File: config.mk
export PLATFORM = sky130hd
export DESIGN_NAME = arc_ram
export DESIGN_NICKNAME = d
export VERILOG_FILES = /design/src/design/arc_ram.sv
export SDC_FILE = /design/constraint.sdc
export NUM_CORES = 1
export LEC_CHECK = 0
export BUFFER_PORTS_ARGS = -buffer_cell sky130_fd_sc_hd__buf_2
export CAP_MARGIN = 10
export CORE_ASPECT_RATIO = 0.7
export CORE_MARGIN = 4
export CORE_UTILIZATION = 40
export DETAILED_ROUTE_END_ITERATION = 10
export GPL_TIMING_DRIVEN = 0
export PLACE_DENSITY_LB_ADDON = 0.25
export SYNTH_ARGS = -nofsm -noshare
export SYNTH_HDL_FRONTEND = slang
export SYNTH_SLANG_ARGS = --single-unit
File: constraint.sdc
create_clock -name clk -period 1.7 [get_ports clk]
set_input_delay 0.085 -clock clk [delete_from_list [all_inputs] [get_ports clk]]
set_output_delay 0.085 -clock clk [all_outputs]
set_load 0.02 [all_outputs]
File: src/design/arc_ram.sv
// generic single-port-write ram with registered read
module arc_ram #(
  parameter int WIDTH = 8,
  parameter int DEPTH = 16
) (
  input  logic                                   clk,
  input  logic                                   we,
  input  logic [((DEPTH > 1) ? $clog2(DEPTH) : 1)-1:0] waddr,
  input  logic [WIDTH-1:0]                       wdata,
  input  logic                                   re,
  input  logic [((DEPTH > 1) ? $clog2(DEPTH) : 1)-1:0] raddr,
  output logic [WIDTH-1:0]                       rdata
);
  logic [WIDTH-1:0] mem [DEPTH];

  always_ff @(posedge clk) begin
    if (we) begin
      mem[waddr] <= wdata;
    end
    if (re) begin
      rdata <= mem[raddr];
    end
  end
endmodule

==> out/results.ini <==
[die]
die-area_sq_mm=0.0150
row_count=34
core_area_sq_mm=0.0126
die_h_um=104
num_io_pins=27
dieWidth_um=145
start_util_pct=41.5

[layout]
most-common-layout-cells=136 x edfxtp_1, 29 x buf_2, 18 x mux4_2
antenna-diode-count=0
final_common_cell=edfxtp_1
fillers=1030
finish.utilization_pct=48.8
fin_nets=295
syn_to_final_growth_pct=17.6
drive_above_1_share_pct=31.1

[status]
status=complete, no violations

[synthesis]
ys_seq_elements=136
syn_nets=248
synth_top_cell_by_area=edfxtp_1
avgSynthCellArea_sq_um=22.8
synthDistinctLibCells=18
ys_seq_area_share_pct=78.1
synthTopCellsByArea=edfxtp_1 78%, mux4_2 7.8%, mux4_1 7.0%, a22oi_1 2.3%, nor2_1 0.93%
postSynthCellCount=229
yosysWarnings=0
synthesis.area_sq_mm=0.00523
synth_top_cell_area_share_pct=78.1

[critical_path]
worstPathArrival_ps=1750
regToRegEndpoint=rdata[0]$_DFFE_PP_
endpoint_kind=register
worstSetupPathType=reg2reg
crit_fanout=1
required_ps=1850
crit_slowest_cell=mux4_1
critPathLaunchType=register
rr_worst_depth=3
path_cells=mux4_1, a22oi_1, nand2_1
critPathMaxStageDelay_ps=580
r2r-start=mem[5][0]$_DFFE_PP_
reg2reg_slack_ps=100

[pwr]
p_leak_uw=0.00204
p_total_uw=7670
ir_worst_vdd_mv=0.629
p_per_area_mw_per_mm2=1250

[clock_network]
path_clk_slew_ps=60
cts.sink_count=136
cts_tree=built
cts_buffer_depth=2
cts_root_buffer=clkbuf_16
cts_made_buffers=17
clk_latency_ps=420
cts_resized=1
ctsHtreeMaxLevel=4
post-cts-setup-buffer-count=0
cts_hold_buf=0

[global_route]
grt_max_degree=17
grt_pass1_wl_mm=15.5
grt_pass1_vias=2418
antenna_found_initial=0
grt_usage_pct=15.1
grt-ovfl-total=0

[hold_path]
whs_endpoint=rdata[1]$_DFFE_PP_
whs_path_depth=1
hold_path_class=in2reg
worstHoldStart=re

[route]
drt-initial-drc-count=230
detail_route.wl_per_cell_um=23.5
vias=2472
wl_mm=10.6
drcViolationCount=0
avgViaCountPerCell=5.48
ant_nets=0
drt_first_pass_iters=4

[timing]
rsz0062_at_grt=false
fmax_mhz=626
hold_viol=0
fin_skew_ps=9.16
finalSetupViolCount=0
tightest_slew_ps=878
slew_violations=0
max-slew-margin-rel_pct=41.3
whs_ps=9.81
fin_crit_sh_pct=93.9
period_needed_ps=1600

[job]
maxCapViolCount=0

[placement]
gp_congestion=0.713
dp_hpwl_mm=6.91
port_buffers=25

## metrics by stage
| step | setup TNS [ps] | std cells | worst slack, ps | cell area (sq um) |
|---|---|---|---|---|
| finish | 0 | 451 | 104 | 6150 |
| CTS | 0 | 450 | 81.6 | 6140 |
| global route | 0 | 451 | 56.9 | 6150 |
| detailed placement | -6630 | 418 | -464 | 5570 |
| global placement | -8160 | 416 | -427 | 5560 |
| floorplan | 0 | 229 | 122 | 5230 |
## cell type report
type	instances	area, sq um	area share (%)
Clock buffer	17	425	6.92
Buffer	10	86.3	1.40
Multi-Input combinational cell	83	1060	17.3
Sequential cell	136	4080	66.4
Timing Repair Buffer	28	145	2.36
Clock inverter	15	141	2.30
Tap cell	162	203	3.30
## how the worst max path moves through the flow
stage / start / to / slack, ps
floorplan: waddr[2] / mem[0][0]$_DFFE_PP_ / 120
global placement: waddr[2] / mem[0][7]$_DFFE_PP_ / -430
detailed placement: waddr[2] / mem[0][7]$_DFFE_PP_ / -460
CTS: mem[5][0]$_DFFE_PP_ / rdata[0]$_DFFE_PP_ / 80
global route: mem[5][0]$_DFFE_PP_ / rdata[0]$_DFFE_PP_ / 60
finish: mem[5][0]$_DFFE_PP_ / rdata[0]$_DFFE_PP_ / 100
## cell families (layout without fill, tap and decap cells)
| family | after synthesis | count (layout) | share of synthesized area [%] |
|---|---|---|---|
| AO/OA/AOI/OAI | 16 | 16 | 2.30 |
| buffers and inverters | 10 | 70 | 1.65 |
| flip-flops | 136 | 136 | 78.1 |
| multiplexers | 32 | 32 | 14.8 |
| AND/OR/NAND/NOR | 35 | 35 | 3.14 |
## routing by layer
metal | share of wire [%] | vias up | routed length, um | global-route usage (%)
met5 | 0 | - | 0 | 0
met3 | 5.9 | 13 | 626 | 4.33
met1 | 50 | 1310 | 5320 | 24.2
met2 | 43 | 67 | 4540 | 19.1
met4 | 1.1 | 0 | 121 | 5.79
li1 | - | 1082 | - | -
## state kept, by name (all words and copies together) (netlist names)
| name | count |
|---|---|
| mem | 128 |
| rdata | 8 |
## where the power goes
part / internal, uW / leakage, uW / switching [uW] / total, uW
registers: 3780 / 0.00124 / 15.6 / 3790
logic: 147 / 0.000535 / 238 / 385
clock network: 2040 / 0.000272 / 1450 / 3490
total: 5970 / 0.00204 / 1710 / 7670
## synthesized netlist by cell type
library cell / count
a22oi_1: 16
and2_1: 1
and2b_1: 1
buf_2: 3
buf_4: 1
buf_6: 3
clkdlybuf4s25_2: 3
edfxtp_1: 136
mux4_1: 14
mux4_2: 18
nand2_1: 9
nand2b_1: 2
nand3_1: 1
nand3b_1: 2
nor2_1: 13
nor2b_1: 1
nor3_1: 4
or3b_2: 1
## worst max-delay path: cells and delay by family (launching register included)
family,cells,cell delay [ps]
AOI/OAI and AO/OA,1,250
DFF,1,360
muxes,1,580
and+or+nand+nor,1,140
Power figures use the tool's default switching activity.
