==> src/design/arc_pkg.sv <==
// shared types, constants and codes for the arp resolve cache
package arc_pkg;

  localparam int CACHE_ENTRIES = 64;
  localparam int PENDING_SLOTS = 16;
  localparam int MAX_RESULTS   = 16;

  localparam int CIDX_W = (CACHE_ENTRIES > 1) ? $clog2(CACHE_ENTRIES) : 1;
  localparam int PIDX_W = (PENDING_SLOTS > 1) ? $clog2(PENDING_SLOTS) : 1;
  localparam int NREL_W = $clog2(MAX_RESULTS + 1);

  localparam logic [15:0] OP_REQUEST = 16'd1;
  localparam logic [15:0] OP_REPLY   = 16'd2;

  localparam logic CMD_ARP  = 1'b0;
  localparam logic CMD_SEND = 1'b1;

  localparam logic [1:0] REG_LOCAL_IP    = 2'd0;
  localparam logic [1:0] REG_SUBNET_MASK = 2'd1;
  localparam logic [1:0] REG_ROUTER_IP   = 2'd2;
  localparam logic [1:0] REG_LOCAL_MAC   = 2'd3;

  localparam logic [2:0] ACT_SEND    = 3'd0;
  localparam logic [2:0] ACT_REQUEST = 3'd1;
  localparam logic [2:0] ACT_REPLY   = 3'd2;
  localparam logic [2:0] ACT_BAD_OP  = 3'd3;
  localparam logic [2:0] ACT_DROP    = 3'd4;

  localparam logic [47:0] BCAST_MAC = 48'hFFFF_FFFF_FFFF;

  typedef struct packed {
    logic [31:0] local_ip;
    logic [31:0] subnet_mask;
    logic [31:0] router_ip;
    logic [47:0] local_mac;
  } arc_cfg_t;

  typedef struct packed {
    logic [7:0]  tag;
    logic [31:0] ip;
  } arc_pend_t;

endpackage

==> src/design/arc_cfg.sv <==
// configuration registers and write port
module arc_cfg (
  input  logic                  clk,
  input  logic                  rst,
  input  logic                  cfg_valid,
  output logic                  cfg_ready,
  input  logic [1:0]            cfg_index,
  input  logic [47:0]           cfg_data,
  output arc_pkg::arc_cfg_t     cfg
);
  assign cfg_ready = 1'b1;

  always_ff @(posedge clk) begin
    if (rst) begin
      cfg <= '0;
    end else if (cfg_valid) begin
      unique case (cfg_index)
        arc_pkg::REG_LOCAL_IP:    cfg.local_ip    <= cfg_data[31:0];
        arc_pkg::REG_SUBNET_MASK: cfg.subnet_mask <= cfg_data[31:0];
        arc_pkg::REG_ROUTER_IP:   cfg.router_ip   <= cfg_data[31:0];
        arc_pkg::REG_LOCAL_MAC:   cfg.local_mac   <= cfg_data;
        default: ;
      endcase
    end
  end
endmodule

==> config.mk <==
export PLATFORM = sky130hd
export DESIGN_NAME = arc_cfg
export DESIGN_NICKNAME = d
export VERILOG_FILES = /design/src/design/arc_pkg.sv /design/src/design/arc_cfg.sv
export SDC_FILE = /design/constraint.sdc
export NUM_CORES = 1
export LEC_CHECK = 0
export BUFFER_PORTS_ARGS = -buffer_cell sky130_fd_sc_hd__buf_4
export CORE_ASPECT_RATIO = 1.1
export CORE_MARGIN = 2
export CORE_UTILIZATION = 28
export CTS_CLUSTER_DIAMETER = 120
export DETAILED_ROUTE_END_ITERATION = 8
export HOLD_SLACK_MARGIN = 0.02
export SLEW_MARGIN = 20
export SYNTH_ARGS = -nofsm -noshare
export SYNTH_HDL_FRONTEND = slang
export SYNTH_SLANG_ARGS = --single-unit
==> constraint.sdc <==
create_clock -name clk -period 2.5 [get_ports clk]
set_input_delay 0.25 -clock clk [delete_from_list [all_inputs] [get_ports clk]]
set_output_delay 0.25 -clock clk [all_outputs]
set_load 0.03 [all_outputs]
==> run summary, run 1 <==
DRC Markers -> 0
Regs by FF count -> cfg x144
Row count -> 55
Routability cong. -> 0.740
Initial DRC Count -> 171
CP Data Required Time -> 2250 ps
Die Y -> 155 microns
Synth Warn # -> 0
Max VDD drop -> 0.445 mV
Top-area cell type share of the netlist area -> 49.7%
CTS resizes -> 0
Metal3 WL -> 1080 microns
Hold-fix buffers, CTS -> 0
Cell Int Power -> 4.34 mW
Worst skew pair latency -> 410 ps
Via count -> 4,181
HP Class -> input pin to register
Die ar. -> 0.0219 sq mm
Flop pwr share -> 42.3%
Slowest cell on the critical path -> dfxtp_1
Fraction of layout cells with a size suffix above 1 -> 32.5%
Ys flop type -> dfxtp_1
Leading area contributor after synthesis -> dfxtp_1
Max layer used -> met4
Pin count of the biggest net entering global routing -> 75
Hpwl dp -> 10,300 microns
Core area -> 0.0204 sq mm
Switch Pwr -> 1.38 mW
Average instance area after synthesis -> 11.0 sq um
Clock power share -> 46.3%
Sw frac -> 24.1%
Leak Pwr -> 3.88 nW
Top cells by count, synth -> nand2b_1 (192), dfxtp_1 (144), mux2i_1 (144)
Dpl cells -> 948
Num Clock Sinks -> 144
CP arrival -> 950 ps
Fraction of registers with async set/reset -> 0%
Startpoint Class -> register
Htree depth -> 4
Sequential area share after synthesis -> 49.7%
Vias in the first global route -> 4,213
Wire per inst -> 15.4 microns
Pre-antenna DRT Iters -> 5
Non-filler cells, final -> 980
Syn Nets -> 579
Critical Path End Type -> output port
Crit path cell chain -> buf_4
Fmax -> 834 MHz
DRT met1 WL -> 6970 microns
Max reg flops -> 144
CP bufs+invs -> 1
Final ANT Viol Nets -> 0
Nets@finish -> 764
Cell variety after synth -> 14
Diode count -> 0
Number of CTS-inserted buffers -> 17
CTS max path bufs -> 2
Slew Limit Headroom -> 58.1%
Root Buffer -> clkbuf_16
GRT Total Usage -> 14.0%
Post-Syn Area -> 0.00580 sq mm
P per Cell Area -> 708 mW/mm^2
Post-synth EDFFs -> 0
CTS tree -> yes
Fin crit share -> 47.9%
Cells after Synth -> 526
Routed wire length -> 15,100 microns
Unrepaired setup endpoints after global routing -> false
Slew @ Worst Pin -> 628 ps
Slew Limit Fails -> 0
Clock-pin transition on the worst setup and hold timing paths -> 60 ps
Max FO, Critical Path -> 2
Initial Util -> 28.4%
Max-cap violations -> 0
Final hold vios -> 0
Outcome -> complete, no violations
Via/cell ratio -> 4.27
CP delay by family, top -> flip-flops
Post-CTS setup buffer count -> 0
Most frequent cell after synthesis -> nand2b_1
Layout area overhead -> 39.5%
Clock Skew -> 0 ps
First-pass GRT wire length -> 23,700 microns
Number of synthesized register bits -> 144
Combinational share of power -> 11.5%
Die Wd -> 141 microns
Met2 Wirelength -> 6770 microns
Critical path type -> register to output port
Setup violators final -> 0
Largest cells by area after synthesis -> dfxtp_1 (50%), mux2i_1 (25%), nand2b_1 (21%)
CP peak stage delay -> 360 ps
Grt ovf -> 0
Total negative slack -> 0 ps
Port Buffers -> 196
Top reg by flops -> cfg
Initial antenna violation count -> 0
Final min period -> 1200 ps
Top-Level Pins -> 198
-- layer usage --
layer | vias to the layer above | GRT usage [%]
li1 | 2086 | -
met1 | 1948 | 18.2
met2 | 132 | 21.3
met3 | 15 | 5.08
met4 | 0 | 4.95
met5 | - | 0
-- logic make-up after synthesis --
logic type / count (synthesis) / synth area share [%]
mux: 144 / 24.8
simple gates: 199 / 21.8
buf+inv: 38 / 3.62
other cells: 1 / 0.0646
flops: 144 / 49.7
-- per-stage QoR --
stage                     worst slack, ps  hold slack, ps  power (mW)  area [sq um]  utilization (%)
after global routing                 1250            96.3        5.99          8090             39.6
after global placement                887             460        3.13          7470             36.6
after CTS                            1270            82.9        5.82          8090             39.6
final                                1300             110        5.73          8090             39.6
after floorplan                      1490             405        2.87          5800                -
after detailed placement              869             464        3.14          7470             36.6
-- cell type report --
| class | instances | area, sq um |
|---|---|---|
| Clock buffer | 24 | 492 |
| Clock inverter | 8 | 128 |
| Fill cell | 2019 | 12300 |
| Multi-Input combinational cell | 344 | 2710 |
| Sequential cell | 144 | 2880 |
| Tap cell | 256 | 320 |
| Timing Repair Buffer | 204 | 1560 |
-- final timing paths --
path                        startpoint                   end  slack (ps)  cells past startpoint
setup / recovery   cfg[7]$_SDFFE_PP0P_                cfg[7]        1300                      1
hold / removal            cfg_data[42]  cfg[42]$_SDFFE_PP0P_         110                      3
setup reg to reg  cfg[61]$_SDFFE_PP0P_  cfg[61]$_SDFFE_PP0P_        1870                      2
hold reg to reg   cfg[34]$_SDFFE_PP0P_  cfg[34]$_SDFFE_PP0P_         470                      2
-- cells in the final DEF, fill, tap and decap left out, drive strengths merged --
| master | Yosys | final |
|---|---|---|
| buf | 18 | 204 |
| nand3 | 1 | 1 |
| nor3b | 1 | 1 |
| clkbuf | 20 | 24 |
| nand2b | 192 | 192 |
| and3b | 1 | 1 |
| clkinv | 0 | 3 |
| bufinv | 0 | 3 |
| clkinvlp | 0 | 2 |
| or3b | 1 | 1 |
| conb | 1 | 1 |
| dfxtp | 144 | 144 |
| mux2i | 144 | 144 |
| and3 | 1 | 1 |
| nand3b | 2 | 2 |
-- power groups by stage --
stage               logic (mW)  registers [mW]  clock network, mW
finish                   0.656            2.42               2.65
global placement         0.664            2.47                  0
global route             0.703            2.43               2.85
floorplan                0.246            2.63                  0
detailed placement       0.666            2.47                  0
CTS                      0.667            2.42               2.73
No activity file was read; power rests on OpenSTA's default activity.
==> inputs of run 2 (changes only) <==
==> constraint.sdc (replaced) <==
create_clock -name clk -period 1.1 [get_ports clk]
set_input_delay 0.11 -clock clk [delete_from_list [all_inputs] [get_ports clk]]
set_output_delay 0.11 -clock clk [all_outputs]
set_load 0.03 [all_outputs]
==> run 2 against run 1 <==
Net effect:
- worst setup slack got worse by 1300 ps
- first-iteration DRC count fell by 33%
- non-clock buffer count rose by 24
- via count rose by 1.1%
- critical path type unchanged
- clock power rose by 110%
- largest power group unchanged
- sequential cell count did not move
- largest cell class unchanged
- combinational power rose by 140%
- count of clock-buffer cells in the layout fell by 3
- critical path depth did not move
- routed wire length rose by 1.2%
==> run summary, run 2 (synthesis results as in run 1) <==
Max VDD drop -> 0.959 mV (+120%)
Initial DRC Count -> 115 (-33%)
Nets@finish -> 788 (+3.1%)
Most common cell after layout, fill and taps aside -> buf_4
CP peak stage delay -> 360 ps (about the same)
Most frequent cells in the layout -> buf_4 (200), nand2b_1 (192), mux2i_1 (144), dfxtp_1 (144), clkbuf_16 (17)
Via count -> 4,229 (+1.1%)
Routed wire length -> 15,200 microns (+1.2%)
Setup violators final -> 0 (unchanged)
Slowest cell on the critical path -> dfxtp_1
Slew Limit Fails -> 0 (unchanged)
CP bufs+invs -> 1 (unchanged)
Worst skew pair latency -> 400 ps (about the same)
Initial Util -> 28.4% (unchanged)
Clock-pin transition on the worst setup and hold timing paths -> 60 ps (about the same)
Root Buffer -> clkbuf_16
Via/cell ratio -> 4.22 (-1.1%)
First-pass GRT wire length -> 23,900 microns (+0.70%)
Hpwl dp -> 10,500 microns (+1.5%)
Core area -> 0.0204 sq mm (unchanged)
Vias in the first global route -> 4,347 (+3.2%)
Wire per inst -> 15.2 microns (-1.0%)
Routability cong. -> 0.746 (+0.73%)
Max FO, Critical Path -> 2 (unchanged)
HP Class -> input pin to register
CP delay by family, top -> flip-flops
Critical Path End Type -> output port
Top reg by flops -> cfg
Final hold vios -> 0 (unchanged)
Total negative slack -> 0 ps (unchanged)
Hold_sp -> cfg_data[8]
Port Buffers -> 196 (unchanged)
Final min period -> 1050 ps
Row count -> 55 (unchanged)
Fin crit share -> 95.4%
R2R cell count -> 2 (unchanged)
Final total power -> 12.8 mW (+120%)
GRT Total Usage -> 14.1% (+0.092 points)
CP Data Required Time -> 990 ps (-1260 ps)
Number of CTS-inserted buffers -> 17 (unchanged)
DRC Markers -> 0 (unchanged)
Fmax -> 953 MHz
Non-filler cells, final -> 1,002 (+2.2%)
Die Wd -> 141 microns (unchanged)
Dpl cells -> 956 (+0.84%)
Htree depth -> 4 (unchanged)
Unrepaired setup endpoints after global routing -> false
CTS max path bufs -> 2 (unchanged)
Diode count -> 0 (unchanged)
Critical R2R Capture -> cfg[57]$_SDFFE_PP0P_
P per Cell Area -> 1530 mW/mm^2 (+120%)
Die ar. -> 0.0219 sq mm (unchanged)
Crit path cell chain -> buf_4
RR Startpoint -> cfg[57]$_SDFFE_PP0P_
Num Clock Sinks -> 144 (unchanged)
Clock Skew -> 0 ps (unchanged)
Leak Pwr -> 4.00 nW (+3.1%)
CP arrival -> 940 ps (about the same)
Grt ovf -> 0 (unchanged)
Pin count of the biggest net entering global routing -> 70 (-6.7%)
Critical Path Start -> cfg[9]$_SDFFE_PP0P_
Startpoint Class -> register
Post-route cell area -> 0.00838 sq mm (+3.6%)
Critical path type -> register to output port
R2R setup slack -> 480 ps (-1390 ps)
Top-Level Pins -> 198 (unchanged)
Pre-antenna DRT Iters -> 4 (-1)
Fraction of layout cells with a size suffix above 1 -> 32.6% (+0.12 points)
Post-DP Area -> 0.00763 sq mm (+2.1%)
CTS tree -> yes
Max reg flops -> 144 (unchanged)
Initial antenna violation count -> 0 (unchanged)
Layout area overhead -> 44.4%
Hold EP -> cfg[88]$_SDFFE_PP0P_
Hold path cells -> 3 (unchanged)
Final ANT Viol Nets -> 0 (unchanged)
Regs by FF count -> cfg x144
Outcome -> complete, no violations
Max-cap violations -> 0 (unchanged)
Die Y -> 155 microns (unchanged)
-- run 2: cell types whose count changed in the layout (fill, tap and decap cells not counted), sizes merged, moves of 2 or more --
cell         change
dlygate4sd3     +16
buf              +8
clkbuf           -3
clkinvlp         +2
-- run 2: final cells by class --
type	count	area [sq um]
tap	256	320
sequential	144	2880
multi-input combinational	344	2710
clock inverter	9	109
timing repair buffer	228	1880
fill	2004	12100
clock buffer	21	470
-- run 2: power by group --
part	internal, mW	total (mW)	switching, mW
clock	3.49	5.69	2.19
sequential	5.40	5.50	0.0971
combinational	0.734	1.60	0.865
total	9.63	12.8	3.16
-- run 2: timing repair --
item | in CTS | in global routing
hold buffers | 16 | 0
buffers inserted | 0 | 0
setup endpoints to repair | 0 | 2
gates resized for setup | 0 | 2
hold endpoints to repair | 16 | 0
-- run 2: stage by stage --
| step | utilization, % | worst slack (ps) | hold slack, ps |
|---|---|---|---|
| 2_1_floorplan | - | 231 | 265 |
| 3_3_place_gp | 37.3 | 16.6 | 392 |
| 3_5_place_dp | 37.3 | 4.79 | 388 |
| 4_1_cts | 41.0 | 25.3 | 22.6 |
| 5_1_grt | 41.0 | 5.32 | 47.5 |
| 6_report | 41.0 | 50.4 | 46.7 |
-- run 2: how the worst max path moves through the flow --
stage                                  endpoint  slack, ps  cells past startpoint
after floorplan           cfg[115]$_SDFFE_PP0P_        230                      3
after global placement    cfg[142]$_SDFFE_PP0P_         20                      4
after detailed placement  cfg[141]$_SDFFE_PP0P_          5                      4
after CTS                               cfg[54]         30                      1
after global routing                   cfg[118]          5                      1
final                                    cfg[9]         50                      1
-- run 2: worst reg2reg max path: cells and delay by family (launching register included) --
family / cells / cell delay [ps]
flip-flops: 1 / 340
AND/OR/NAND/NOR: 1 / 60
multiplexers: 1 / 140
-- run 2: metal layers --
layer | part of all wire, % | vias up | global-route usage (%)
met4 | 2.1 | 0 | 4.90
met5 | 0 | - | 0
met1 | 45 | 1948 | 17.1
met3 | 6.9 | 18 | 5.45
li1 | - | 2137 | -
met2 | 46 | 126 | 22.8
